--- src/rtl/core/rtp_pkg.sv ---
// ----------------------------------------------------------------------------
// rtp_pkg
// Shared constants, codes and types of the H.264 RTP packetiser.
// ----------------------------------------------------------------------------
package rtp_pkg;

  // Delay buffer and the queue of closed units.
  localparam int BUF_DEPTH = 2048;
  localparam int BUF_AW    = $clog2(BUF_DEPTH);
  localparam int LEN_W     = $clog2(BUF_DEPTH + 1);
  localparam int Q_DEPTH   = BUF_DEPTH + 1;
  localparam int Q_AW      = $clog2(Q_DEPTH);
  localparam int QCNT_W    = $clog2(Q_DEPTH + 1);

  // Field widths.
  localparam int MP_W  = 12;
  localparam int TS_W  = 16;
  localparam int PT_W  = 7;
  localparam int CNT_W = 12;
  localparam int CMP_W = ((LEN_W > MP_W) ? LEN_W : MP_W) + 1;

  // Result queue towards the output channel.
  localparam int OUTQ_DEPTH = 4;
  localparam int OUTQ_AW    = $clog2(OUTQ_DEPTH);
  localparam int OUTQ_CW    = $clog2(OUTQ_DEPTH + 1);

  // Most result items caused by one input item.
  localparam logic [1:0] RUN_MAX = 2'd3;

  // Configuration port.
  localparam int CFG_IDX_W = 2;
  localparam int CFG_W     = 16;
  localparam logic [CFG_IDX_W-1:0] CFG_MAX_PAYLOAD = 2'd0;
  localparam logic [CFG_IDX_W-1:0] CFG_TS_INC      = 2'd1;
  localparam logic [CFG_IDX_W-1:0] CFG_PAYLOAD_TYP = 2'd2;

  // Input opcodes.
  localparam int OP_W = 2;
  localparam logic [OP_W-1:0] OP_BYTE = 2'd0;
  localparam logic [OP_W-1:0] OP_EOS  = 2'd1;

  // Reset values of the registers.
  localparam int TICK_RATE  = 90000;
  localparam int FRAME_RATE = 15;
  localparam logic [MP_W-1:0] MP_RESET = 12'd1400;
  localparam logic [TS_W-1:0] TS_RESET = TS_W'(TICK_RATE / FRAME_RATE);
  localparam logic [PT_W-1:0] PT_RESET = 7'd96;

  // Start code and FU-A header fields.
  localparam logic [7:0] START_CODE_BYTE = 8'h01;
  localparam logic [7:0] FU_NRI_MASK     = 8'h60;
  localparam logic [7:0] FU_TYPE         = 8'd28;
  localparam logic [7:0] FU_TYPE_MASK    = 8'h1f;
  localparam logic [7:0] FU_START        = 8'h80;
  localparam logic [7:0] FU_END          = 8'h40;

  // Command from the front end to the packet engine, one per cycle.
  typedef struct packed {
    logic       new_run;
    logic       idle;
    logic       store;
    logic [7:0] data;
    logic       close;
    logic       close_push;
    logic       in_nal;
  } rtp_cmd_t;

  // One result item.
  typedef struct packed {
    logic [7:0]      data;
    logic            first;
    logic            last;
    logic            marker;
    logic [TS_W-1:0] time_step;
    logic [PT_W-1:0] ptype;
    logic            last_of_run;
  } rtp_res_t;

endpackage

--- src/rtl/core/rtp_front.sv ---
// ----------------------------------------------------------------------------
// rtp_front
// Accepts input items, finds Annex B start codes and turns each item into a
// short sequence of store and close commands, one per cycle.
// ----------------------------------------------------------------------------
module rtp_front import rtp_pkg::*; (
  input  logic            clk,
  input  logic            rst_n,
  input  logic            in_valid,
  output logic            in_ready,
  input  logic [OP_W-1:0] in_opcode,
  input  logic [7:0]      in_stream_byte,
  input  logic            back_rdy,
  output rtp_cmd_t        cmd
);

  logic [23:0] win_r, win_nxt;
  logic        in_nal_r, in_nal_nxt;
  logic [1:0]  pz_r, pz_nxt;
  logic        pb_r, pb_nxt;
  logic [7:0]  pbd_r, pbd_nxt;
  logic        pc_r, pc_nxt;
  logic        pcs_r, pcs_nxt;

  logic        idle, acc;
  logic [1:0]  held;
  logic [1:0]  a_nz, s_nz;
  logic        a_b, s_b, a_c, s_c, a_cs, s_cs;
  logic [7:0]  a_bd, s_bd;
  logic        st, cl;
  logic [7:0]  sd;

  assign idle     = (pz_r == 2'd0) && !pb_r && !pc_r;
  assign in_ready = idle && back_rdy;
  assign acc      = in_valid && in_ready;

  // Zeros held back in the window ahead of a possible start code.
  always_comb begin
    held = 2'd0;
    if (win_r[7:0] == 8'd0) begin
      held = 2'd1;
      if (win_r[15:8] == 8'd0) begin
        held = 2'd2;
        if (win_r[23:16] == 8'd0) begin
          held = 2'd3;
        end
      end
    end
  end

  // Classify the arriving item into zeros to store, a byte and a close.
  always_comb begin
    a_nz    = 2'd0;
    a_b     = 1'b0;
    a_bd    = in_stream_byte;
    a_c     = 1'b0;
    a_cs    = 1'b0;
    win_nxt = win_r;
    if (acc) begin
      case (in_opcode)
        OP_BYTE: begin
          win_nxt = {win_r[15:0], in_stream_byte};
          if (in_stream_byte == START_CODE_BYTE && held >= 2'd2) begin
            a_c  = 1'b1;
            a_cs = 1'b1;
          end else if (in_stream_byte == 8'd0) begin
            a_nz = (held == 2'd3) ? 2'd1 : 2'd0;
          end else begin
            a_nz = held;
            a_b  = 1'b1;
          end
        end
        OP_EOS: begin
          win_nxt = '1;
          if (in_nal_r) begin
            a_nz = held;
            a_c  = 1'b1;
          end
        end
        default: begin
        end
      endcase
    end
  end

  // Carry out one command a cycle, the rest stays pending.
  always_comb begin
    s_nz = acc ? a_nz : pz_r;
    s_b  = acc ? a_b  : pb_r;
    s_bd = acc ? a_bd : pbd_r;
    s_c  = acc ? a_c  : pc_r;
    s_cs = acc ? a_cs : pcs_r;
    st         = 1'b0;
    sd         = 8'd0;
    cl         = 1'b0;
    in_nal_nxt = in_nal_r;
    pz_nxt     = 2'd0;
    pb_nxt     = 1'b0;
    pbd_nxt    = s_bd;
    pc_nxt     = 1'b0;
    pcs_nxt    = 1'b0;
    if (s_nz != 2'd0) begin
      st      = 1'b1;
      pz_nxt  = s_nz - 2'd1;
      pb_nxt  = s_b;
      pc_nxt  = s_c;
      pcs_nxt = s_cs;
    end else if (s_b) begin
      st      = 1'b1;
      sd      = s_bd;
      pc_nxt  = s_c;
      pcs_nxt = s_cs;
    end else if (s_c) begin
      cl         = 1'b1;
      in_nal_nxt = s_cs;
    end
  end

  always_comb begin
    cmd.new_run    = acc;
    cmd.idle       = idle;
    cmd.store      = st && in_nal_r;
    cmd.data       = sd;
    cmd.close      = cl;
    cmd.close_push = in_nal_r;
    cmd.in_nal     = in_nal_r;
  end

  always_ff @(posedge clk) begin
    if (!rst_n) begin
      win_r    <= '1;
      in_nal_r <= 1'b0;
      pz_r     <= 2'd0;
      pb_r     <= 1'b0;
      pc_r     <= 1'b0;
      pcs_r    <= 1'b0;
    end else begin
      win_r    <= win_nxt;
      in_nal_r <= in_nal_nxt;
      pz_r     <= pz_nxt;
      pb_r     <= pb_nxt;
      pc_r     <= pc_nxt;
      pcs_r    <= pcs_nxt;
    end
  end

  always_ff @(posedge clk) begin
    pbd_r <= pbd_nxt;
  end

endmodule

--- config.mk ---
export PLATFORM = sky130hd
export DESIGN_NAME = rtp_front
export DESIGN_NICKNAME = d
export VERILOG_FILES = /design/src/rtl/core/rtp_pkg.sv /design/src/rtl/core/rtp_front.sv
export SDC_FILE = /design/constraint.sdc
export NUM_CORES = 1
export LEC_CHECK = 0
export BUFFER_PORTS_ARGS = -buffer_cell sky130_fd_sc_hd__buf_2
export CAP_MARGIN = 20
export CORE_UTILIZATION = 35
export CTS_CLUSTER_DIAMETER = 60
export DETAILED_ROUTE_END_ITERATION = 8
export PLACE_DENSITY = 0.56
export SYNTH_ARGS = -nofsm -noshare
export SYNTH_HDL_FRONTEND = slang
export SYNTH_SLANG_ARGS = --single-unit
--- constraint.sdc ---
create_clock -name clk -period 3.45 [get_ports clk]
set_clock_uncertainty 0.15 [all_clocks]
set_input_delay 0.69 -clock clk [delete_from_list [all_inputs] [get_ports clk]]
set_output_delay 0.69 -clock clk [all_outputs]
set_load 0.005 [all_outputs]
# == Yosys cells after proc, flatten, opt, wreduce, memory -nomap -nowiden ==
# Cells that the tools add are included.
# op_classes
n_lt_le_gt_ge,1
reduce_logical,19
bitwise_logic,2
addsub,1
n_eq_ne,3
n_mux,32
# ops
op,n
case mux 24 bit (2 select lines),1
zero test 8 bit,4
2-to-1 mux 8 bit,3
2-to-1 mux 1 bit,20
2-to-1 mux 2 bit,6
equality test 8 x 1 -> 1 bit (second input constant),1
logical AND 1 bit,6
zero test 2 bit,2
case mux 2 bit (2 select lines),1
AND reduction 2 bit,2
nonzero test 2 bit,2
AND reduction 3 bit,1
equality test 2 x 1 -> 1 bit (second input constant),1
equality test 2 bit (second input constant),1
>= comparator 2 bit (second input constant),1
zero test 1 bit,2
inverter 1 bit,2
case mux 1 bit (2 select lines),1
subtractor 2 x 1 -> 2 bit (second input constant),1
# totals
register_bits,38
elab_cells,65
input_bits,14
out_inout_bits,15

# == Depth between registers and ports, before layout ==
# Gate-level depths: netlist (run 1).
# logic_depth
ltp_word,13
depth_mapped,10
depth_no_buf,9

# == Least setup slack after synthesis (run 1) ==
# No wires, ideal clock.
# synth_path
path_type,input port to output port
startpoint,input port in_stream_byte[6]
endpoint,output port cmd[2] in the netlist's numbering
n_path_buf,1
required_time_ps,2610
stages,8
path_slack_ps,-219
arrival_time_ps,2829
path_cell_list,or4_4 or4_4 o21a_1 a31oi_1 ha_1 nor2b_1 nor2b_1 buf_4
# synth_between
elab_chain_cells,8
elab_cells_between_ends,18
cone_classes,eq/ne: 1; mux: 14; reduce/logical: 3
# synth_lines
item,line,source
from (decl),rtp_front.sv:12,"input logic [7:0] in_stream_byte,"
equality test 8 x 1 -> 1 bit,rtp_front.sv:63,if (in_stream_byte == START_CODE_BYTE && held >= 2'd2) begin
logical AND 1 bit,rtp_front.sv:63,
2-to-1 mux 1 bit,rtp_front.sv:63,
case mux 1 bit (2 select lines),rtp_front.sv:60,case (in_opcode)
2-to-1 mux 1 bit,rtp_front.sv:91,s_c = acc ? a_c : pc_r;
2-to-1 mux 1 bit,rtp_front.sv:113,end else if (s_c) begin
2-to-1 mux 1 bit,rtp_front.sv:108,end else if (s_b) begin
2-to-1 mux 1 bit (*),rtp_front.sv:102,if (s_nz != 2'd0) begin
to (decl),rtp_front.sv:14,output rtp_cmd_t cmd
# Every way passes the cells marked *; elsewhere a longest branch is shown, timed or not.

==> results of run 1 <==
power by group:
part / internal [uW] / switching [uW]
logic: 36.6 / 39.1
clock network: 161 / 157
registers: 455 / 5.16
cells in the final DEF (no fill, tap or decap), drive strengths merged, types with 3 or more instances in the layout:
master,n
a21oi,3
and3b,8
buf,42
clkbuf,6
dfxtp,38
inv,5
mux2,8
nand2,29
nor2,3
nor3,3
nor4,5
o21ai,3
o22ai,24
or4,6
registers in the layout, indices dropped and copies added (netlist names):
signal	flops
in_nal_r	1
pb_r	1
pbd_r	8
pc_r	1
pcs_r	1
pz_r	2
win_r	24
per-layer routing:
layer  GRT usage [%]  vias to the layer above  part of all wire, %
met5               0                        -                    0
met4           5.664                        0                  1.5
met3           4.360                        7                  5.4
met2           26.73                       46                   47
met1           21.68                      669                   46
li1                -                      710                    -
what timing repair did:
action | in CTS | in global routing
gates cloned | 0 | 0
pin swaps | 2 | 1
endpoints found under the setup margin | 10 | 10
resized for setup | 2 | 4
cell families (layout without fill, tap and decap cells):
kind of cell | count (synthesis) | in the layout | synth area share (%)
buffers and inverters | 20 | 56 | 6.775
DFF | 38 | 38 | 44.77
adders and majority gates | 1 | 1 | 0.7363
and+or+nand+nor | 64 | 64 | 23.79
AOI/OAI and AO/OA | 41 | 41 | 18.04
muxes | 9 | 9 | 5.891
worst max-delay path, cell delays in order:
cell     delay (ns)
buf_6          0.09
or4_4          0.53
or4_4          0.43
o21a_1         0.20
a31oi_2        0.17
ha_2           0.22
nor2b_4        0.19
nor2b_4        0.16
buf_2          0.12
final timing paths:
kind / startpoint / to / slack (ns) / depth (start not counted)
max reg2reg: pz_r[1] / in_nal_r / 0.71 / 10
min reg2reg: pz_r[0] / pz_r[0] / 0.30 / 1
max: in_stream_byte[6] / cmd[2] / -0.19 / 9
min: pz_r[0] / pz_r[0] / 0.30 / 1
stage by stage:
stage          hold WS, ns  utilization, %  instance area, um2
2_1_floorplan       0.2612               -                1709
3_3_place_gp        0.2835           42.89                1932
3_5_place_dp        0.2832           42.89                1932
4_1_cts             0.2900           45.22                2037
5_1_grt             0.3264           45.67                2057
6_report            0.2954           45.67                2057
area by class of cell:
cell class                      instances  area share, %
Sequential cell                        38          36.98
Tap cell                               52          3.163
Multi-Input combinational cell        115          41.36
Clock inverter                          2         0.6083
Inverter                                6          1.338
Timing Repair Buffer                   42          12.53
Clock buffer                            6          4.015
==> flow_metrics.env, run 1 <==
export IMPL_outcome="finished, violations left"
export IMPL_violations="setup timing"
export IMPL_drt_initial_drc_count=62
export IMPL_area_delta_synth_final_pct=21.06
export IMPL_h_tree_depth=2
export IMPL_worst_pin_slew_ns=0.4514
export IMPL_nFillCells=449
export IMPL_post_route_min_period_ns=3.640
export IMPL_worstSkewPairLatency_ns=0.29
export IMPL_ys_top_cells_by_count="dfxtp_1, nand2_1, o22ai_1, and3b_1, mux2_2"
export IMPL_synth_seq_cells=38
export IMPL_portBuffers=28
export IMPL_syn_avg_cell_area_um2=9.822
export IMPL_cp_max_fo=3
export IMPL_cts_setup_buffers=0
export IMPL_viasPerCell=5.487
export IMPL_power_uw=853.3
export IMPL_relSlewSlack_pct=69.63
export IMPL_place_hpwl_mm=2.859
export IMPL_cp_start_kind="input port"
export IMPL_ant_nets=0
export IMPL_cts_path_max_buffers=2
export IMPL_yosysUniqueCellTypes=44
export IMPL_syn_cell_area_mm2=0.001699
export IMPL_finalSetupViolations=10
export IMPL_power_density_mw_per_mm2=414.8
export IMPL_cts_tree="yes"
export IMPL_core_mm2=0.004504
export IMPL_drt_total_wl_mm=3.919
export IMPL_cts_hold_buf=0
export IMPL_die_w_um=71.68
export IMPL_routabilityCongestion=0.7794
export IMPL_setup_tns_ns=-1.293
export IMPL_syn_num_nets=188
export IMPL_fp_dieH_um=71.68
export IMPL_dieArea_mm2=0.005137
export IMPL_diodes=0
export IMPL_fin_crit_sh_pct=105.5
export IMPL_setup_slack_ns=-0.1900
export IMPL_rsz0062_at_grt="yes"
export IMPL_grt_max_degree=28
export IMPL_required_ns=2.61
export IMPL_final_hold_violation_count=0
export IMPL_synth_most_common_cell="dfxtp_1"
export IMPL_dr_total_vias=1432
export IMPL_ir_drop_uv=272.7
export IMPL_cts_sinks=38
export IMPL_synth_top_area_share_pct=44.77
export IMPL_wl_per_cell_um=15.02
export IMPL_worst_hold_path_type="reg2reg"
export IMPL_max_cap_viol_count=0
export IMPL_async_reset_ff_share_pct=0
export IMPL_crit_path_end_kind="output pin"
export IMPL_maxSlewViolCount=0
export IMPL_cts_root_buffer="clkbuf_8"
export IMPL_finalNonFillerCells=261
export IMPL_crit_type="in2out"
export IMPL_gr_total_overflow=0
export IMPL_synth_edff_count=0
export IMPL_dp_slack_ns=-0.2030
export IMPL_synth_area_leaders="dfxtp_1, o22ai_1, nand2_1"
export IMPL_initial_core_util_pct=37.72
export IMPL_dp_cells=253
export IMPL_multi_input_area_um2=850.8
export IMPL_seq_area_um2=760.7
export IMPL_num_io_pins=29
export IMPL_antenna_found_initial=0
export IMPL_critPathArrivalTime_ns=2.80
export IMPL_grt_pass1_wl_mm=6.658
export IMPL_drc=0
export IMPL_synthFlopType="dfxtp_1"
export IMPL_numCtsBuffers=5
export IMPL_synth_cells=173
export IMPL_synth_top_cell_by_area="dfxtp_1"
export IMPL_drive_gt1_share_pct=36.84
export IMPL_grt_pass1_vias=1403
export IMPL_final_nets=223
export IMPL_grt_total_usage_pct=16.63
export IMPL_firstDrtPassIters=4
export IMPL_clk_pin_slew_worst_paths_ns=0.08
export IMPL_seq_area_frac_synth_pct=44.77
export IMPL_yosys_warnings=0
export IMPL_fmax_mhz=274.7
export IMPL_leakage_uw=0.0008284
export IMPL_rows=24
(Power assumes the default switching activity.)
==> run 2, diff against run 1 <==
CORE_UTILIZATION = 42   (was 35)
PLACE_DENSITY = 0.65   (was 0.56)
SLEW_MARGIN = 20   (was default)
==> run 2 against run 1 <==
The run still ends with setup timing left. Setup slack improved by 0.022 ns. Sequential cell count unchanged. Cell count decreased by 1.5%. Fmax increased by 0.59%. First-iteration DRC count increased by 11%. Design area decreased by 0.67%. Largest power group unchanged. Highest routed layer unchanged.
==> flow_metrics.env, run 2 (same netlist as run 1, synthesis figures left out) <==
export IMPL_final_cell_mix="dfxtp_1, nand2_1, buf_2"
export IMPL_r2r_end="in_nal_r"
export IMPL_drc=0
export IMPL_rr_startpoint="win_r[4]"
export IMPL_firstDrtPassIters=4
export IMPL_worstSkewPairLatency_ns=0.30
export IMPL_grt_pass1_wl_mm=6.313
export IMPL_dp_cells=250
export IMPL_min_path_cells=1
export IMPL_grt_max_degree=28
export IMPL_final_nets=224
export IMPL_gr_total_overflow=0
export IMPL_p_seq_share_pct=55.8
export IMPL_portBuffers=28
export IMPL_cts_sinks=38
export IMPL_worst_pin_slew_ns=0.5536
export IMPL_numCtsBuffers=5
export IMPL_drive_gt1_share_pct=36.36
export IMPL_ir_drop_uv=290.2
export IMPL_cts_root_buffer="clkbuf_8"
export IMPL_crit_type="in2out"
export IMPL_power_uw=824.9
export IMPL_fp_dieH_um=65.61
export IMPL_drt_initial_drc_count=69
export IMPL_critPathArrivalTime_ns=2.78
export IMPL_viasPerCell=5.669
export IMPL_place_hpwl_mm=2.710
export IMPL_ff2ff_path_depth=10
export IMPL_grt_pass1_vias=1388
export IMPL_h_tree_depth=2
export IMPL_relSlewSlack_pct=62.76
export IMPL_cp_start_kind="input port"
export IMPL_setup_slack_ns=-0.1685
export IMPL_outcome="finished, violations left"
export IMPL_die_w_um=65.61
export IMPL_pwr_share_clk_pct=35.1
export IMPL_diodes=0
export IMPL_clk_pin_slew_worst_paths_ns=0.07
export IMPL_leakage_uw=0.0008342
export IMPL_r2r_slack_ns=0.67
export IMPL_cts_hold_buf=0
export IMPL_ant_nets=0
export IMPL_drt_total_wl_mm=3.719
export IMPL_p_switching_uw=198.0
export IMPL_cts_tree="yes"
export IMPL_grt_total_usage_pct=19.41
export IMPL_finalNonFillerCells=257
export IMPL_initial_core_util_pct=45.06
export IMPL_fin_crit_sh_pct=104.9
export IMPL_post_route_min_period_ns=3.618
export IMPL_p_int_uw=626.9
export IMPL_fmax_mhz=276.4
export IMPL_required_ns=2.61
export IMPL_maxSlewViolCount=0
export IMPL_rsz0062_at_grt="yes"
export IMPL_max_cap_viol_count=0
export IMPL_core_mm2=0.003771
export IMPL_holdPathEnd="pz_r[0]"
export IMPL_routabilityCongestion=0.8440
export IMPL_cp_max_fo=3
export IMPL_wl_per_cell_um=14.47
export IMPL_num_io_pins=29
export IMPL_rows=22
export IMPL_antenna_found_initial=0
export IMPL_cts_path_max_buffers=2
export IMPL_largest_register_ffs=24
export IMPL_cts_setup_buffers=0
export IMPL_dieArea_mm2=0.004304
export IMPL_power_density_mw_per_mm2=403.7
export IMPL_largest_register="win_r"
export IMPL_finalSetupViolations=10
export IMPL_reg_top3="win_r x24, pbd_r x8, pz_r x2"
export IMPL_netSwitchingFraction_pct=24.00
export IMPL_crit_path_end_kind="output pin"
export IMPL_pwr_share_comb_pct=9.1
export IMPL_worst_hold_path_type="reg2reg"
export IMPL_hp_start="pz_r[0]"
export IMPL_final_hold_violation_count=0
export IMPL_final_common_cell="dfxtp_1"
export IMPL_area_delta_synth_final_pct=20.25
export IMPL_dr_total_vias=1457
export IMPL_violations="setup timing"
run 2: changes by cell type in the layout (fill, tap and decap cells not counted), sizes merged:
cell and delta:
buf +1, clkbuf -1, clkinv +1, clkinvlp -1
run 2: final cells by class:
cell class | count | area, um2
Tap cell | 48 | 60.06
Clock buffer | 5 | 68.82
Timing Repair Buffer | 43 | 271.5
Fill cell | 356 | 1728
Inverter | 6 | 27.53
Sequential cell | 38 | 760.7
Multi-Input combinational cell | 115 | 844.6
Clock inverter | 2 | 10.01
run 2: per-layer routing:
metal | part of all wire [%] | GRT usage (%)
met1 | 46 | 24.57
met2 | 47 | 31.19
met3 | 5.3 | 6.250
met4 | 1.3 | 5.978
met5 | 0 | 0
run 2: critical path, stage by stage:
cell	delay, ns
buf_6	0.09
or4_4	0.53
or4_4	0.43
o21a_1	0.18
a31oi_1	0.15
ha_2	0.24
nor2b_4	0.19
nor2b_4	0.16
buf_2	0.11
run 2: per-stage QoR:
step	hold WS (ns)	setup WS (ns)	setup TNS, ns	cell area, um2	util (%)
after floorplan	0.2612	-0.06602	-0.06602	1709	-
after detailed placement	0.3005	-0.1839	-1.430	1947	51.63
after global routing	0.3219	-0.2589	-1.597	2043	54.18
after global placement	0.2827	-0.1324	-0.9569	1947	51.63
final	0.3005	-0.1685	-0.8392	2043	54.18
after CTS	0.3107	-0.1467	-0.9595	2036	53.98
run 2: worst max path at each step:
| stage | from | endpoint | slack [ns] | cells after the start |
|---|---|---|---|---|
| 3_3_place_gp | in_stream_byte[6] | cmd[2] | -0.13 | 9 |
| 5_1_grt | in_stream_byte[6] | cmd[2] | -0.26 | 9 |
| 2_1_floorplan | in_stream_byte[6] | cmd[2] | -0.07 | 8 |
| 4_1_cts | in_stream_byte[6] | cmd[2] | -0.15 | 9 |
| 6_report | in_stream_byte[6] | cmd[2] | -0.17 | 9 |
| 3_5_place_dp | in_stream_byte[6] | cmd[2] | -0.18 | 9 |
run 2: power by group through the flow:
stage	Sequential (uW)	Combinational [uW]	Clock, uW
2_1_floorplan	468	44.8	0
3_3_place_gp	469	72.5	0
3_5_place_dp	470	74.8	0
4_1_cts	460	75.7	292
5_1_grt	461	83.8	319
6_report	460	75.4	289
run 2: repair_timing:
item,in CTS,in global routing
pin swaps,3,2
gates resized for setup,2,1
endpoints found under the setup margin,10,10
==> run 3, diff against run 2 <==
SKIP_LAST_GASP = 1   (was default)
==> run 3 against run 2 <==
The run still ends with setup timing left. Critical path depth stayed put. Count of clock-buffer cells in the layout unchanged. Sequential power about the same. Design area down 0.37%. Via count decreased by 1.2%. Setup slack improved by 0.035 ns. Fmax rose by 0.99%. Worst hold slack gained 0.012 ns. Register-to-register slack better by 0.02 ns. Critical endpoint unchanged. Largest power group unchanged.
==> flow_metrics.env, run 3 (same netlist as run 1, synthesis figures left out) <==
export IMPL_area_delta_synth_final_pct=19.81
export IMPL_ant_nets=0
export IMPL_grt_max_degree=28
export IMPL_final_cell_mix="dfxtp_1, nand2_1, buf_2"
export IMPL_drt_initial_drc_count=72
export IMPL_r2r_slack_ns=0.69
export IMPL_hold_slack_ns=0.3129
export IMPL_outcome="finished, violations left"
export IMPL_violations="setup timing"
export IMPL_finalNonFillerCells=257
export IMPL_max_cap_viol_count=0
export IMPL_dp_cells=250
export IMPL_ir_drop_uv=290.8
export IMPL_ff2ff_path_depth=10
export IMPL_fp_dieH_um=65.61
export IMPL_cp_max_fo=3
export IMPL_cts_path_max_buffers=2
export IMPL_drc=0
export IMPL_drive_gt1_share_pct=35.89
export IMPL_leakage_uw=0.0008253
export IMPL_fin_crit_sh_pct=103.9
export IMPL_critPathArrivalTime_ns=2.74
export IMPL_core_mm2=0.003771
export IMPL_dieArea_mm2=0.004304
export IMPL_largest_register_ffs=24
export IMPL_diodes=0
export IMPL_fin_util_pct=53.98
export IMPL_placedInstanceArea_mm2=0.001947
export IMPL_cts_root_buffer="clkbuf_8"
export IMPL_worst_hold_path_type="reg2reg"
export IMPL_worstSkewPairLatency_ns=0.30
export IMPL_crit_start="in_stream_byte[6]"
export IMPL_relSlewSlack_pct=62.70
export IMPL_cts_tree="yes"
export IMPL_crit_path_end_kind="output pin"
export IMPL_wl_per_cell_um=14.20
export IMPL_finalSetupViolations=10
export IMPL_largest_register="win_r"
export IMPL_gr_total_overflow=0
export IMPL_h_tree_depth=2
export IMPL_routabilityCongestion=0.8440
export IMPL_cts_setup_buffers=0
export IMPL_initial_core_util_pct=45.06
export IMPL_maxSlewViolCount=0
export IMPL_r2r_end="in_nal_r"
export IMPL_power_density_mw_per_mm2=405.6
export IMPL_reg_top3="win_r x24, pbd_r x8, pz_r x2"
export IMPL_cts_sinks=38
export IMPL_portBuffers=28
export IMPL_post_route_min_period_ns=3.583
export IMPL_die_w_um=65.61
export IMPL_grt_pass1_vias=1388
export IMPL_final_area_mm2=0.002036
export IMPL_setup_slack_ns=-0.1331
export IMPL_grt_total_usage_pct=19.41
export IMPL_rows=22
export IMPL_firstDrtPassIters=4
export IMPL_hp_start="pz_r[0]"
export IMPL_cp_start_kind="input port"
export IMPL_final_nets=224
export IMPL_worst_pin_slew_ns=0.5544
export IMPL_grt_pass1_wl_mm=6.313
export IMPL_final_hold_violation_count=0
export IMPL_drt_total_wl_mm=3.649
export IMPL_place_hpwl_mm=2.710
export IMPL_crit_type="in2out"
export IMPL_fmax_mhz=279.1
export IMPL_required_ns=2.61
export IMPL_clk_pin_slew_worst_paths_ns=0.08
export IMPL_num_io_pins=29
export IMPL_cp_endpoint="cmd[2]"
export IMPL_dr_total_vias=1440
export IMPL_rr_startpoint="win_r[4]"
export IMPL_antenna_found_initial=0
export IMPL_numCtsBuffers=5
export IMPL_rsz0062_at_grt="yes"
export IMPL_final_common_cell="dfxtp_1"
export IMPL_viasPerCell=5.603
run 3: what timing repair did:
action | in CTS | in global routing
endpoints found under the setup margin | 10 | 10
pin swaps | 3 | 2
resized for setup | 2 | 0
hold buffers | 0 | 0
run 3: per-stage QoR:
step                      setup TNS [ns]  setup WS, ns  total power, uW
after floorplan                 -0.06602      -0.06602            513.1
final                            -0.7939       -0.1331            825.7
after global routing              -1.564       -0.2404            864.1
after CTS                        -0.9595       -0.1467            828.4
after detailed placement          -1.430       -0.1839            545.2
after global placement           -0.9569       -0.1324            541.8
run 3: how the worst min path moves through the flow:
stage | cells past startpoint | endpoint
floorplan | 1 | pz_r[0]
global placement | 1 | pz_r[0]
detailed placement | 1 | pz_r[0]
CTS | 1 | pz_r[0]
global route | 1 | pz_r[0]
finish | 1 | pz_r[0]
run 3: where the power goes:
group | internal, uW | switching [uW]
logic | 36.4 | 38.8
registers | 455 | 5.14
clock network | 136 | 155
run 3: worst max-delay path, stage by stage:
cell	delay (ns)
buf_6	0.09
or4_4	0.53
or4_4	0.43
o21a_1	0.18
a31oi_1	0.15
ha_2	0.24
nor2b_4	0.17
nor2b_1	0.14
buf_2	0.12
run 3: final cells by class:
type	count	area [um2]
inverters	6	27.53
flip-flops and latches	38	760.7
multi-input cells	115	837.1
clock inverters	2	10.01
well taps	48	60.06
repair buffers	43	271.5
fillers	355	1735
clock buffers	5	68.82
run 3: per-layer routing:
metal,vias to the layer above,routed length [um],track usage (%)
met5,-,0,0
met4,0,35,5.978
met3,4,176,6.250
met2,41,1725,31.19
met1,685,1712,24.57
li1,710,-,-
