[src/rtl/core/rtp_pkg.sv]
// ----------------------------------------------------------------------------
// rtp_pkg
// Shared constants, codes and types of the H.264 RTP packetiser.
// ----------------------------------------------------------------------------
package rtp_pkg;

  // Delay buffer and the queue of closed units.
  localparam int BUF_DEPTH = 2048;
  localparam int BUF_AW    = $clog2(BUF_DEPTH);
  localparam int LEN_W     = $clog2(BUF_DEPTH + 1);
  localparam int Q_DEPTH   = BUF_DEPTH + 1;
  localparam int Q_AW      = $clog2(Q_DEPTH);
  localparam int QCNT_W    = $clog2(Q_DEPTH + 1);

  // Field widths.
  localparam int MP_W  = 12;
  localparam int TS_W  = 16;
  localparam int PT_W  = 7;
  localparam int CNT_W = 12;
  localparam int CMP_W = ((LEN_W > MP_W) ? LEN_W : MP_W) + 1;

  // Result queue towards the output channel.
  localparam int OUTQ_DEPTH = 4;
  localparam int OUTQ_AW    = $clog2(OUTQ_DEPTH);
  localparam int OUTQ_CW    = $clog2(OUTQ_DEPTH + 1);

  // Most result items caused by one input item.
  localparam logic [1:0] RUN_MAX = 2'd3;

  // Configuration port.
  localparam int CFG_IDX_W = 2;
  localparam int CFG_W     = 16;
  localparam logic [CFG_IDX_W-1:0] CFG_MAX_PAYLOAD = 2'd0;
  localparam logic [CFG_IDX_W-1:0] CFG_TS_INC      = 2'd1;
  localparam logic [CFG_IDX_W-1:0] CFG_PAYLOAD_TYP = 2'd2;

  // Input opcodes.
  localparam int OP_W = 2;
  localparam logic [OP_W-1:0] OP_BYTE = 2'd0;
  localparam logic [OP_W-1:0] OP_EOS  = 2'd1;

  // Reset values of the registers.
  localparam int TICK_RATE  = 90000;
  localparam int FRAME_RATE = 15;
  localparam logic [MP_W-1:0] MP_RESET = 12'd1400;
  localparam logic [TS_W-1:0] TS_RESET = TS_W'(TICK_RATE / FRAME_RATE);
  localparam logic [PT_W-1:0] PT_RESET = 7'd96;

  // Start code and FU-A header fields.
  localparam logic [7:0] START_CODE_BYTE = 8'h01;
  localparam logic [7:0] FU_NRI_MASK     = 8'h60;
  localparam logic [7:0] FU_TYPE         = 8'd28;
  localparam logic [7:0] FU_TYPE_MASK    = 8'h1f;
  localparam logic [7:0] FU_START        = 8'h80;
  localparam logic [7:0] FU_END          = 8'h40;

  // Command from the front end to the packet engine, one per cycle.
  typedef struct packed {
    logic       new_run;
    logic       idle;
    logic       store;
    logic [7:0] data;
    logic       close;
    logic       close_push;
    logic       in_nal;
  } rtp_cmd_t;

  // One result item.
  typedef struct packed {
    logic [7:0]      data;
    logic            first;
    logic            last;
    logic            marker;
    logic [TS_W-1:0] time_step;
    logic [PT_W-1:0] ptype;
    logic            last_of_run;
  } rtp_res_t;

endpackage

[src/rtl/core/rtp_outq.sv]
// ----------------------------------------------------------------------------
// rtp_outq
// Small result queue that parts the packet engine from the output channel.
// ----------------------------------------------------------------------------
module rtp_outq import rtp_pkg::*; (
  input  logic     clk,
  input  logic     rst_n,
  input  logic     push,
  input  rtp_res_t push_data,
  output logic     full,
  output logic     out_valid,
  input  logic     out_ready,
  output rtp_res_t head
);

  rtp_res_t             mem_r [OUTQ_DEPTH];
  logic [OUTQ_AW-1:0]   wp_r, rp_r;
  logic [OUTQ_CW-1:0]   cnt_r;
  logic                 pop;

  assign full      = cnt_r == OUTQ_CW'(OUTQ_DEPTH);
  assign out_valid = cnt_r != '0;
  assign pop       = out_valid && out_ready;
  assign head      = mem_r[rp_r];

  // Pointers and fill count.
  always_ff @(posedge clk) begin
    if (!rst_n) begin
      wp_r  <= '0;
      rp_r  <= '0;
      cnt_r <= '0;
    end else begin
      if (push) begin
        wp_r <= (wp_r == OUTQ_AW'(OUTQ_DEPTH - 1)) ? '0 : wp_r + 1'b1;
      end
      if (pop) begin
        rp_r <= (rp_r == OUTQ_AW'(OUTQ_DEPTH - 1)) ? '0 : rp_r + 1'b1;
      end
      cnt_r <= cnt_r + OUTQ_CW'(push) - OUTQ_CW'(pop);
    end
  end

  always_ff @(posedge clk) begin
    if (push) begin
      mem_r[wp_r] <= push_data;
    end
  end

endmodule

[config.mk]
export PLATFORM = sky130hd
export DESIGN_NAME = rtp_outq
export DESIGN_NICKNAME = d
export VERILOG_FILES = /design/src/rtl/core/rtp_pkg.sv /design/src/rtl/core/rtp_outq.sv
export SDC_FILE = /design/constraint.sdc
export NUM_CORES = 1
export LEC_CHECK = 0
export BUFFER_PORTS_ARGS = -buffer_cell sky130_fd_sc_hd__buf_2
export CORE_MARGIN = 5
export CORE_UTILIZATION = 24
export CTS_CLUSTER_DIAMETER = 120
export DETAILED_ROUTE_END_ITERATION = 10
export HOLD_SLACK_MARGIN = 0.02
export SLEW_MARGIN = 20
export SYNTH_ARGS = -nofsm -noshare
export SYNTH_HDL_FRONTEND = slang
export SYNTH_SLANG_ARGS = --single-unit
[constraint.sdc]
create_clock -name clk -period 1.99 [get_ports clk]
set_clock_uncertainty 0.05 [all_clocks]
set_input_delay 0.0995 -clock clk [delete_from_list [all_inputs] [get_ports clk]]
set_output_delay 0.0995 -clock clk [all_outputs]
set_load 0.03 [all_outputs]
# Word-level counts from Yosys, hierarchy flattened

Memory sizes are Yosys's and may differ from the RTL's. A register that Yosys moved wholly into a read port is not among the register bits.
Cells that the tools add are included.

Add/sub/neg operators: 4
$mul: 0
Divide/modulo/power cells: 0
Magnitude comparators: 0
Equality and inequality tests: 3
Shift-type cells: 0
Mux-type cells: 6
Bitwise gates (word level): 0
Reductions and logical operators: 2

Operators with widths:

| kind                | count |
|---|---|
| $mux 2              | 4 |
| $add 2x1->2 const B | 2 |
| $eq 2x2->1 const B  | 2 |
| $add 3x1->3         | 1 |
| $eq 3x3->1 const B  | 1 |
| $reduce_bool 3->1   | 1 |
| $sub 3x1->3         | 1 |
| $mux 1              | 2 |
| $logic_and 1x1->1   | 1 |

Bits in registers: 7
Bits in latches: 0
Memory bits (writable): 140
Bits in read-only memories: 0
Input port bits: 39
Output and inout port bits: 37
Word-level logic and storage cells: 19
Memories: 1

Memories:

| memory | depth | bits a word | rd ports | clocked after Yosys merged registers in | write ports | RTL line       | RTL |
|---|---|---|---|---|---|---|---|
| mem_r  | 4     | 35          | 1        | 1                                       | 1           | rtp_outq.sv:16 | `rtp_res_t mem_r [OUTQ_DEPTH];` |

# Depth between registers and ports, before layout

Gate-level depths: netlist of the first run.

Word-level depth: 4
Mapped depth: 6
Mapped depth without buffers: 6

# Worst setup path after synthesis of the first run

Ideal clock, no wire load.

Path type: reg-to-reg
From: register cnt_r[0]
To: register cnt_r[2]
Library setup time: 0.113 ns
Arrival time: 1.784 ns
Data required time: 1.827 ns
Setup slack: 0.043 ns
Stages on the path, launching flop included: 7
Path buffers: 0
Clock period less this slack: 1.947 ns
Cells stage by stage: dfxtp_1 o31ai_4 mux2i_1 ha_1 fa_1 xor3_1 nor2_1

Word-level cells in the longest chain between the ends: 3
Elaborated cells on any way between the ends: 4
Those cells by class: 2 x add/sub; 2 x reduce/logical

Ends and longest elaborated chain:

| item                                                | RTL line       | RTL |
|---|---|---|
| start, declared                                     | rtp_outq.sv:18 | `logic [OUTQ_CW-1:0] cnt_r;` |
| start signal, assigned                              | rtp_outq.sv:39 | `cnt_r <= cnt_r + OUTQ_CW'(push) - OUTQ_CW'(pop);` |
| branches (longest 2 deep; another with $add 3x1->3) | --             |  |
| $sub 3x1->3 (*)                                     | rtp_outq.sv:39 |  |

Mark *: on every way between the ends.
A chain may end at the register's enable or synchronous reset.

# Final worst setup path of the first run

Same ends and word-level chain as after synthesis.

==> metrics.md, run 1 <==
| Metric | Value |
|---|---|
| Status | finished clean |
| Number of iterations in the first detailed-routing pass | 4 |
| Number of setup buffers added after CTS | 0 |
| Number of warnings reported in the yosys synthesis log | 0 |
| Worst Hold Endpoint | rp_r[0]$_SDFFE_PN0P_ |
| Reg2reg setup slack | 0.06 ns |
| Unrepaired setup endpoints after global routing | yes |
| Count of cell types in the netlist | 23 |
| Wire length of the first global-routing pass | 16600 um |
| TritonCTS clock tree | done |
| Type of the tightest min-delay check | primary input to register |
| Routed wirelength normalized by instance count | 15.8 um |
| Worst min-delay path startpoint | out_ready |
| Clock Path Buffers | 2 |
| Number of clock sinks | 149 |
| Total global-route track usage | 0.0853 |
| Hold Crit Depth | 4 |
| Standard-cell rows | 56 |
| Cell at the root of the clock tree | sky130_fd_sc_hd__clkbuf_16 |
| Via count | 2672 |
| Top Ports | 76 |
| Final Setup Violations | 0 |
| Number of endpoints with negative hold slack in the final report | 0 |
| Number of buffers added by the clock tree synthesis step | 17 |
| DRC violation total after the first TritonRoute iteration | 165 |
| Sum of net half-perimeters after detailed placement | 6530 um |
| Post-Syn Area | 5600 um2 |
| Path type of the worst setup path | register to register |
| Post-Synthesis Cells | 229 |
| Top achievable clock speed | 519 MHz |
| Fraction of final layout cells with drive strength greater than 1 | 0.414 |
| Final critical-path required period | 1.93 ns |
| DIE HEIGHT | 163 um |
| Total placed cells including tap cells | 623 |
| Kind of capture point of the worst setup path | register |
| CP Data Required Time | 2.24 ns |
| Max-slew headroom at the worst pin | 0.340 |
| Final net count | 408 |
| Power per standard cell area | 1180 nW/um2 |
| Largest fanout on the critical path | 5 |
| Area enclosed by the die boundary | 26500 um2 |
| Remaining routing DRC violations | 0 |
| Peak ir drop on the vdd network | 573 uV |
| Port buffer count | 75 |
| Area growth from synthesis to final layout | 32.6% |
| GR Overflow Total | 0 |
| Logic depth of the worst register-to-register path | 6 |
| Number of antenna violations at the first check in global routing | 1 |
| Detail-routed via count per cell | 3.85 |
| Worst flop-to-flop path startpoint | cnt_r[0]$_SDFF_PN0_ |
| Clock insertion delay at the later pin of the skew report | 0.41 ns |
| Global placement routability congestion | 0.640 |
| Fraction of the yosys area taken by sequential cells | 0.782 |
| Synthesized area divided by synthesized cell count | 24.5 um2 |
| Share of the clock period used by the worst path | 0.969 |
| Max H-tree Level | 4 |
| Via count of the first global-routing pass | 2963 |
| Core area | 23300 um2 |
| Count of final max-slew check failures | 0 |
| Fill cells | 2280 |
| FF+latch count, synth | 149 |
| Largest net degree at the start of global routing | 36 |
| Final instance count without filler cells | 694 |
| Number of max-capacitance violations reported | 0 |
| Critical register-to-register path endpoint | cnt_r[2]$_SDFF_PN0_ |
| Overall routed net length | 11000 um |
| Final instance area | 7430 um2 |
| Area after detailed placement | 6420 um2 |
| Leak pwr | 2.54 nW |
| Clock-pin slew of the registers on the worst-case setup and hold paths | 0.06 ns |
| Post-route setup slack | 0.0623 ns |
| Transition time at the pin with the least slew margin | 0.990 ns |
| Final ANT Viol Nets | 0 |
| Arrival time at the worst endpoint | 2.18 ns |
| Starting utilization of the core area | 0.241 |
| Pre-CTS WS | 0.0235 ns |
| Horizontal die dimension | 163 um |
| Critical path startpoint category | register |
| Net count after synthesis | 275 |
==> power breakdown <==
group	switching [mW]	internal (mW)	total, mW
clock network	1.21	1.97	3.17
logic	1.06	0.850	1.91
registers	0.0946	3.60	3.70
==> area by class of cell <==
class                      count  area, um2  share of cell area
clock inverter                12        154              0.0207
clock buffer                  19        433              0.0583
timing repair buffer         122        918               0.124
sequential                   149       4390               0.591
inverter                       4       15.0             0.00202
tap                          319        399              0.0537
antenna                        1       2.50            0.000337
multi-input combinational     68       1120               0.150
==> cell usage after synthesis <==
master / number / area (um2)
sky130_fd_sc_hd__a21oi_1: 1 / 5.00
sky130_fd_sc_hd__and2_1: 6 / 37.5
sky130_fd_sc_hd__buf_12: 3 / 60.1
sky130_fd_sc_hd__buf_2: 3 / 15.0
sky130_fd_sc_hd__buf_6: 1 / 11.3
sky130_fd_sc_hd__clkbuf_2: 1 / 5.00
sky130_fd_sc_hd__dfxtp_1: 9 / 180
sky130_fd_sc_hd__edfxtp_1: 140 / 4200
sky130_fd_sc_hd__fa_1: 1 / 20.0
sky130_fd_sc_hd__ha_1: 6 / 75.1
sky130_fd_sc_hd__inv_1: 4 / 15.0
sky130_fd_sc_hd__mux2i_1: 6 / 60.1
sky130_fd_sc_hd__mux4_1: 5 / 131
sky130_fd_sc_hd__mux4_2: 30 / 676
sky130_fd_sc_hd__nand2_1: 3 / 11.3
sky130_fd_sc_hd__nand2b_1: 1 / 6.26
sky130_fd_sc_hd__nor2_1: 2 / 7.51
sky130_fd_sc_hd__nor3b_1: 1 / 7.51
sky130_fd_sc_hd__o31ai_4: 1 / 21.3
sky130_fd_sc_hd__or2_2: 1 / 6.26
sky130_fd_sc_hd__or3_1: 1 / 6.26
sky130_fd_sc_hd__or3b_2: 2 / 17.5
sky130_fd_sc_hd__xor3_1: 1 / 23.8
==> worst max-delay path: stages, from the launching register on <==
cell,delay (ns)
sky130_fd_sc_hd__dfxtp_2,0.36
sky130_fd_sc_hd__o31ai_4,0.27
sky130_fd_sc_hd__mux2i_1,0.12
sky130_fd_sc_hd__ha_1,0.20
sky130_fd_sc_hd__fa_1,0.39
sky130_fd_sc_hd__xor3_1,0.39
sky130_fd_sc_hd__nor2_1,0.04
==> stage by stage <==
| step | setup TNS [ns] | utilization | hold WS [ns] | total power, mW |
|---|---|---|---|---|
| final | 0 | 0.319 | 0.0974 | 8.78 |
| after global routing | -0.0812 | 0.319 | 0.100 | 9.19 |
| after CTS | 0 | 0.317 | 0.0701 | 8.86 |
| after detailed placement | 0 | 0.276 | 0.268 | 5.59 |
| after global placement | 0 | 0.276 | 0.262 | 5.54 |
| after floorplan | 0 | - | 0.148 | 5.09 |
==> how the worst max path moves through the flow <==
stage	from	to
detailed placement	cnt_r[0]$_SDFF_PN0_	cnt_r[2]$_SDFF_PN0_
global placement	wp_r[0]$_SDFFE_PN0P_	mem_r[2][28]$_DFFE_PP_
finish	cnt_r[0]$_SDFF_PN0_	cnt_r[2]$_SDFF_PN0_
CTS	register	head[27]
global route	register	head[34]
floorplan	cnt_r[0]$_SDFF_PN0_	cnt_r[2]$_SDFF_PN0_
==> kinds of logic after synthesis <==
| group | after synthesis | share of synthesized area |
|---|---|---|
| xor+xnor | 1 | 0.00424 |
| fa+ha+maj | 7 | 0.0170 |
| compound gates | 2 | 0.00469 |
| flops | 149 | 0.782 |
| buf+inv | 12 | 0.0190 |
| mux | 41 | 0.155 |
| simple gates | 17 | 0.0179 |
==> what timing repair did <==
| action | in CTS | in global routing |
|---|---|---|
| hold endpoints to repair | 149 | 0 |
| setup endpoints to repair | 0 | 6 |
| gates resized for setup | 0 | 3 |
| hold buffers | 37 | 0 |
==> layer usage <==
| layer | GRT usage | vias to the layer above | wire length (um) |
|---|---|---|---|
| met5 | 0 | - | 0 |
| met4 | 0.0309 | 0 | 143 |
| li1 | - | 1228 | - |
| met1 | 0.104 | 1377 | 4830 |
| met3 | 0.0304 | 12 | 493 |
| met2 | 0.140 | 55 | 5510 |
==> registers in the layout, summed over array words and instances, names as in the netlist, named ones only <==
signal,count
rp_r,2
mem_r,140
cnt_r,3
wp_r,2
==> layout by cell type, fill, tap and decap left out, drive strengths merged, types with 3 or more instances in the layout <==
| cell type | instances |
|---|---|
| edfxtp | 140 |
| buf | 83 |
| dlygate4sd3 | 37 |
| mux4 | 35 |
| clkbuf | 21 |
| dfxtp | 9 |
| mux2i | 6 |
| ha | 6 |
| inv | 6 |
| and2 | 6 |
| clkinv | 5 |
| nand2 | 3 |
| bufinv | 3 |
Power figures use the tool's default switching activity.
==> run 2: changes to the inputs <==
--- a/config.mk
+++ b/config.mk
@@ -11,6 +11,7 @@
 export CTS_CLUSTER_DIAMETER = 120
 export DETAILED_ROUTE_END_ITERATION = 10
 export HOLD_SLACK_MARGIN = 0.02
+export SETUP_SLACK_MARGIN = 0.3
 export SLEW_MARGIN = 20
 export SYNTH_ARGS = -nofsm -noshare
 export SYNTH_HDL_FRONTEND = slang
==> metrics.md, run 2 (synthesis gave the netlist of run 1 again) <==
| Metric | Value |
|---|---|
| Number of clock sinks | 149 (unchanged) |
| Overall routed net length | 12000 um (+9.0%) |
| Critical path startpoint category | register |
| CP Data Required Time | 1.84 ns (-0.40 ns) |
| Number of endpoints with negative hold slack in the final report | 0 (unchanged) |
| Core area | 23300 um2 (unchanged) |
| Power per standard cell area | 1190 nW/um2 (+0.82%) |
| Remaining routing DRC violations | 0 (unchanged) |
| Largest fanout on the critical path | 4 (-1) |
| Area of combinational cells with multiple inputs | 1110 um2 (-1.0%) |
| Final Setup Violations | 0 (unchanged) |
| Number of antenna violations at the first check in global routing | 1 (unchanged) |
| Port buffer count | 75 (unchanged) |
| Via count | 2788 (+4.3%) |
| Area growth from synthesis to final layout | 38.9% |
| Switching Fraction | 0.270 (+0.00113) |
| Number of max-capacitance violations reported | 0 (unchanged) |
| Largest net degree at the start of global routing | 36 (unchanged) |
| Clock insertion delay at the later pin of the skew report | 0.41 ns (about the same) |
| Via count of the first global-routing pass | 3134 (+5.8%) |
| DRC violation total after the first TritonRoute iteration | 164 (-0.61%) |
| Top Ports | 76 (unchanged) |
| Standard-cell rows | 56 (unchanged) |
| Leak pwr | 2.68 nW (+5.4%) |
| Fill cells | 2240 (-1.8%) |
| Sum of net half-perimeters after detailed placement | 6580 um (+0.81%) |
| Starting utilization of the core area | 0.241 (unchanged) |
| Routed wirelength normalized by instance count | 17.0 um (+7.6%) |
| Total inserted antenna cells | 0 (-1) |
| Post-Route Utilization | 0.335 (+0.0152) |
| Path type of the worst setup path | register to primary output |
| TritonCTS clock tree | done |
| Number of flip-flops in the largest register | 140 (unchanged) |
| Max-slew headroom at the worst pin | 0.752 (+0.412) |
| Unrepaired setup endpoints after global routing | yes |
| Area after detailed placement | 6420 um2 (unchanged) |
| Global placement routability congestion | 0.688 (+7.6%) |
| Commonest cells after routing, fill and taps aside | sky130_fd_sc_hd__edfxtp_1 (140), sky130_fd_sc_hd__buf_2 (40), sky130_fd_sc_hd__dlygate4sd3_1 (37) |
| Final instance area | 7780 um2 (+4.8%) |
| Top achievable clock speed | 518 MHz (-0.21%) |
| Largest registers | mem_r x140, cnt_r x3 |
| Cell internal pwr | 6.77 mW (+5.5%) |
| Count of final max-slew check failures | 0 (unchanged) |
| Final net count | 419 (+2.7%) |
| Final ANT Viol Nets | 0 (unchanged) |
| Final instance count without filler cells | 703 (+1.3%) |
| Commonest non-fill, non-tap cell in the layout | sky130_fd_sc_hd__edfxtp_1 |
| Share of the clock period used by the worst path | 0.971 (+0.00203) |
| Peak ir drop on the vdd network | 523 uV (-8.8%) |
| Total area of sequential cells | 4400 um2 (+0.14%) |
| Fraction of power consumed by combinational cells | 0.280 (+0.063) |
| Clock-pin slew of the registers on the worst-case setup and hold paths | 0.06 ns (about the same) |
| Wire length of the first global-routing pass | 18400 um (+11%) |
| Number of iterations in the first detailed-routing pass | 5 (+1) |
| Cell at the root of the clock tree | sky130_fd_sc_hd__clkbuf_16 |
| Sequential power share | 0.398 (-0.023) |
| Transition time at the pin with the least slew margin | 0.372 ns (-0.618 ns) |
| Clock Path Buffers | 2 (unchanged) |
| Total placed cells including tap cells | 624 (+0.16%) |
| Status | finished clean |
| Max H-tree Level | 4 (unchanged) |
| Final critical-path required period | 1.93 ns (+0.00404 ns) |
| GR Overflow Total | 0 (unchanged) |
| Arrival time at the worst endpoint | 1.78 ns (-0.40 ns) |
| Number of buffers added by the clock tree synthesis step | 17 (unchanged) |
| Clock network power share | 0.323 (-0.039) |
| Net switching power | 2.50 mW (+6.1%) |
| Type of the tightest min-delay check | primary input to register |
| Horizontal die dimension | 163 um (unchanged) |
| Register with the most flip-flops | mem_r |
| Fraction of final layout cells with drive strength greater than 1 | 0.448 (+0.0335) |
| Area enclosed by the die boundary | 26500 um2 (unchanged) |
| DIE HEIGHT | 163 um (unchanged) |
| Total global-route track usage | 0.0955 (+0.0103) |
| Detail-routed via count per cell | 3.97 (+3.0%) |
| Kind of capture point of the worst setup path | primary output |
==> run 2: cell types whose count changed in the layout (fill, tap and decap cells not counted), sizes merged <==
cell,before,now
buf,83,96
clkinv,5,9
clkbuf,21,19
clkinvlp,2,0
inv,6,4
bufinv,3,2
diode,1,0
==> run 2: what timing repair did <==
action | 4_1_cts | 5_1_grt
pin swaps | 1 | 0
setup endpoints to repair | 37 | 37
hold buffers | 37 | 0
setup buffers | 6 | 0
gates cloned | 6 | 0
endpoints found under the hold margin | 149 | 0
resized for setup | 86 | 2
==> run 2: critical path, stage by stage (launching register included) <==
cell and delay (ns):
sky130_fd_sc_hd__dfxtp_4 0.40, sky130_fd_sc_hd__buf_12 0.14, sky130_fd_sc_hd__buf_16 0.13, sky130_fd_sc_hd__mux4_2 0.53, sky130_fd_sc_hd__buf_6 0.16
==> run 2: per-layer routing <==
| layer | routed length [um] | up-vias | GRT usage |
|---|---|---|---|
| li1 | - | 1250 | - |
| met2 | 6040 | 59 | 0.158 |
| met5 | 13 | - | 0 |
| met3 | 483 | 15 | 0.0291 |
| met4 | 163 | 2 | 0.0332 |
| met1 | 5280 | 1462 | 0.119 |
==> run 2: worst paths after layout <==
check | startpoint | endpoint | slack, ns | depth (start not counted)
hold / removal | out_ready | rp_r[0]$_SDFFE_PN0P_ | 0.07 | 4
hold reg to reg | rp_r[1]$_SDFFE_PN0P_ | register | 0.47 | 2
setup / recovery | register | head[31] | 0.06 | 4
setup reg to reg | cnt_r[1]$_SDFF_PN0_ | cnt_r[1]$_SDFF_PN0_ | 0.28 | 5
==> run 2: metrics by stage <==
stage	power, mW	TNS, ns	hold slack [ns]	setup slack, ns
6_report	9.27	0	0.0746	0.0583
5_1_grt	9.70	-0.0932	0.0686	-0.0187
4_1_cts	9.44	-0.000872	0.0640	-0.000872
3_5_place_dp	5.54	0	0.266	0.106
3_3_place_gp	5.51	0	0.260	0.164
2_1_floorplan	5.09	0	0.148	0.238
==> run 2: power by group through the flow <==
stage	Sequential [mW]	Clock (mW)	Combinational, mW
after global routing	3.70	3.23	2.77
after global placement	3.72	0	1.78
after CTS	3.69	3.10	2.65
final	3.69	2.99	2.59
after floorplan	3.71	0	1.38
after detailed placement	3.74	0	1.80
==> run 2: final cells by class <==
| cell class | count | area share |
|---|---|---|
| Sequential cell | 149 | 0.565 |
| Timing Repair Buffer | 133 | 0.170 |
| Multi-Input combinational cell | 68 | 0.142 |
| Clock buffer | 19 | 0.0556 |
| Tap cell | 319 | 0.0513 |
| Clock inverter | 11 | 0.0145 |
| Inverter | 4 | 0.00193 |
==> run 3: changes to the inputs <==
--- a/config.mk
+++ b/config.mk
@@ -5,11 +5,11 @@
 export SDC_FILE = /design/constraint.sdc
 export NUM_CORES = 1
 export LEC_CHECK = 0
-export BUFFER_PORTS_ARGS = -buffer_cell sky130_fd_sc_hd__buf_2
 export CORE_MARGIN = 5
 export CORE_UTILIZATION = 24
 export CTS_CLUSTER_DIAMETER = 120
 export DETAILED_ROUTE_END_ITERATION = 10
+export DONT_BUFFER_PORTS = 1
 export HOLD_SLACK_MARGIN = 0.02
 export SETUP_SLACK_MARGIN = 0.3
 export SLEW_MARGIN = 20
==> metrics.md, run 3 (synthesis gave the netlist of run 1 again) <==
| Metric | Value |
|---|---|
| Number of flip-flops in the largest register | 140 (unchanged) |
| Unrepaired setup endpoints after global routing | yes |
| Type of the tightest min-delay check | primary input to register |
| Number of clock sinks | 149 (unchanged) |
| Overall routed net length | 10800 um (-10%) |
| Standard-cell rows | 56 (unchanged) |
| Top achievable clock speed | 537 MHz (+3.8%) |
| Global placement routability congestion | 0.703 (+2.1%) |
| Sum of net half-perimeters after detailed placement | 6300 um (-4.3%) |
| Pre-CTS WS | 0.101 ns (-0.00556 ns) |
| Number of iterations in the first detailed-routing pass | 4 (-1) |
| Number of endpoints with negative hold slack in the final report | 0 (unchanged) |
| CP Data Required Time | 1.84 ns (about the same) |
| Reg2reg setup slack | 0.31 ns (+0.03 ns) |
| Hold Crit Depth | 1 (-3) |
| Largest net degree at the start of global routing | 32 (-11%) |
| Wire length of the first global-routing pass | 16300 um (-11%) |
| Final ANT Viol Nets | 0 (unchanged) |
| Peak ir drop on the vdd network | 464 uV (-11%) |
| Max H-tree Level | 4 (unchanged) |
| Count of final max-slew check failures | 0 (unchanged) |
| Arrival time at the worst endpoint | 1.71 ns (-0.07 ns) |
| Share of the clock period used by the worst path | 0.935 (-0.0357) |
| Detail-routed via count per cell | 3.90 (-1.5%) |
| Top Ports | 76 (unchanged) |
| Status | finished clean |
| Worst min-delay path startpoint | push |
| Power per standard cell area | 1250 nW/um2 (+5.0%) |
| DRC violation total after the first TritonRoute iteration | 155 (-5.5%) |
| Clock Path Buffers | 2 (unchanged) |
| Largest registers | mem_r x140, cnt_r x3 |
| Critical register-to-register path endpoint | cnt_r[1]$_SDFF_PN0_ |
| Routed wirelength normalized by instance count | 17.1 um (+0.62%) |
| Cell at the root of the clock tree | sky130_fd_sc_hd__clkbuf_16 |
| Clock insertion delay at the later pin of the skew report | 0.41 ns (about the same) |
| Horizontal die dimension | 163 um (unchanged) |
| Core area | 23300 um2 (unchanged) |
| Commonest cells after routing, fill and taps aside | sky130_fd_sc_hd__edfxtp_1 (140), sky130_fd_sc_hd__dlygate4sd3_1 (38), sky130_fd_sc_hd__mux4_2 (35) |
| Logic depth of the worst register-to-register path | 5 (unchanged) |
| Final Setup Violations | 0 (unchanged) |
| Critical path startpoint category | register |
| Number of antenna violations at the first check in global routing | 2 (+1) |
| TritonCTS clock tree | done |
| Transition time at the pin with the least slew margin | 0.285 ns (-0.0871 ns) |
| Worst Hold Endpoint | mem_r[3][34]$_DFFE_PP_ |
| Max-slew headroom at the worst pin | 0.810 (+0.0585) |
| Area growth from synthesis to final layout | 28.8% |
| Final net count | 341 (-19%) |
| Remaining routing DRC violations | 0 (unchanged) |
| Final-layout setup total negative slack | 0 ns (unchanged) |
| Port buffer count | 0 (-100%) |
| Number of max-capacitance violations reported | 0 (unchanged) |
| Total global-route track usage | 0.0850 (-0.0105) |
| Clock-pin slew of the registers on the worst-case setup and hold paths | 0.06 ns (about the same) |
| Largest fanout on the critical path | 14 (+10) |
| Commonest non-fill, non-tap cell in the layout | sky130_fd_sc_hd__edfxtp_1 |
| DIE HEIGHT | 163 um (unchanged) |
| Via count | 2452 (-12%) |
| Area enclosed by the die boundary | 26500 um2 (unchanged) |
| Fraction of final layout cells with drive strength greater than 1 | 0.318 (-0.130) |
| Post-route setup slack | 0.129 ns (+0.0710 ns) |
| Final critical-path required period | 1.86 ns (-0.0710 ns) |
| Starting utilization of the core area | 0.241 (unchanged) |
| Kind of capture point of the worst setup path | primary output |
| Register with the most flip-flops | mem_r |
| Leak pwr | 2.31 nW (-14%) |
| Worst flop-to-flop path startpoint | cnt_r[1]$_SDFF_PN0_ |
| Number of buffers added by the clock tree synthesis step | 17 (unchanged) |
| Path type of the worst setup path | register to primary output |
| GR Overflow Total | 0 (unchanged) |
| Via count of the first global-routing pass | 2645 (-16%) |
[run 3: critical path: stages (launching register included)]
cell                      delay [ns]
sky130_fd_sc_hd__dfxtp_4        0.44
sky130_fd_sc_hd__buf_12         0.19
sky130_fd_sc_hd__mux4_2         0.65
[run 3: worst max-delay path by stage]
| stage | to | start | cells after the start |
|---|---|---|---|
| final | head[32] | register | 2 |
| after global routing | head[32] | register | 2 |
| after CTS | head[16] | register | 2 |
| after detailed placement | cnt_r[2]$_SDFF_PN0_ | cnt_r[2]$_SDFF_PN0_ | 6 |
| after global placement | cnt_r[2]$_SDFF_PN0_ | cnt_r[2]$_SDFF_PN0_ | 6 |
| after floorplan | cnt_r[2]$_SDFF_PN0_ | cnt_r[2]$_SDFF_PN0_ | 6 |
[run 3: stage by stage]
step	hold slack [ns]	instance area (um2)	instances	utilization	power [mW]
2_1_floorplan	0.148	5610	229	-	5.09
3_3_place_gp	0.149	6070	550	0.261	5.30
3_5_place_dp	0.149	6070	550	0.261	5.34
4_1_cts	0.0289	7190	625	0.309	9.16
5_1_grt	0.0411	7220	628	0.310	9.42
6_report	0.0406	7220	628	0.310	9.02
[run 3: layer usage]
layer / up-vias / global-route usage / part of all wire
li1: 1101 / - / -
met1: 1271 / 0.102 / 0.44
met2: 65 / 0.138 / 0.50
met3: 13 / 0.0332 / 0.051
met4: 2 / 0.0320 / 0.013
met5: - / 0 / 0.0012
[run 3: cell type report]
type | instances | area [um2]
Tap cell | 319 | 399
Clock buffer | 19 | 443
Sequential cell | 149 | 4400
Fill cell | 2247 | 16000
Clock inverter | 13 | 218
Multi-Input combinational cell | 68 | 1100
Antenna cell | 1 | 2.50
Inverter | 4 | 15.0
Timing Repair Buffer | 55 | 632
[run 3: report_power, final]
group	internal, mW	switching [mW]
clock	2.28	1.28
combinational	0.741	1.01
sequential	3.61	0.101
total	6.63	2.39
[run 3: timing repair]
action	in CTS	in global routing
pin swaps	1	0
endpoints found under the setup margin	37	37
setup buffers	4	2
gates resized for setup	11	4
gates cloned	1	0
hold endpoints to repair	161	0
hold buffers	38	0
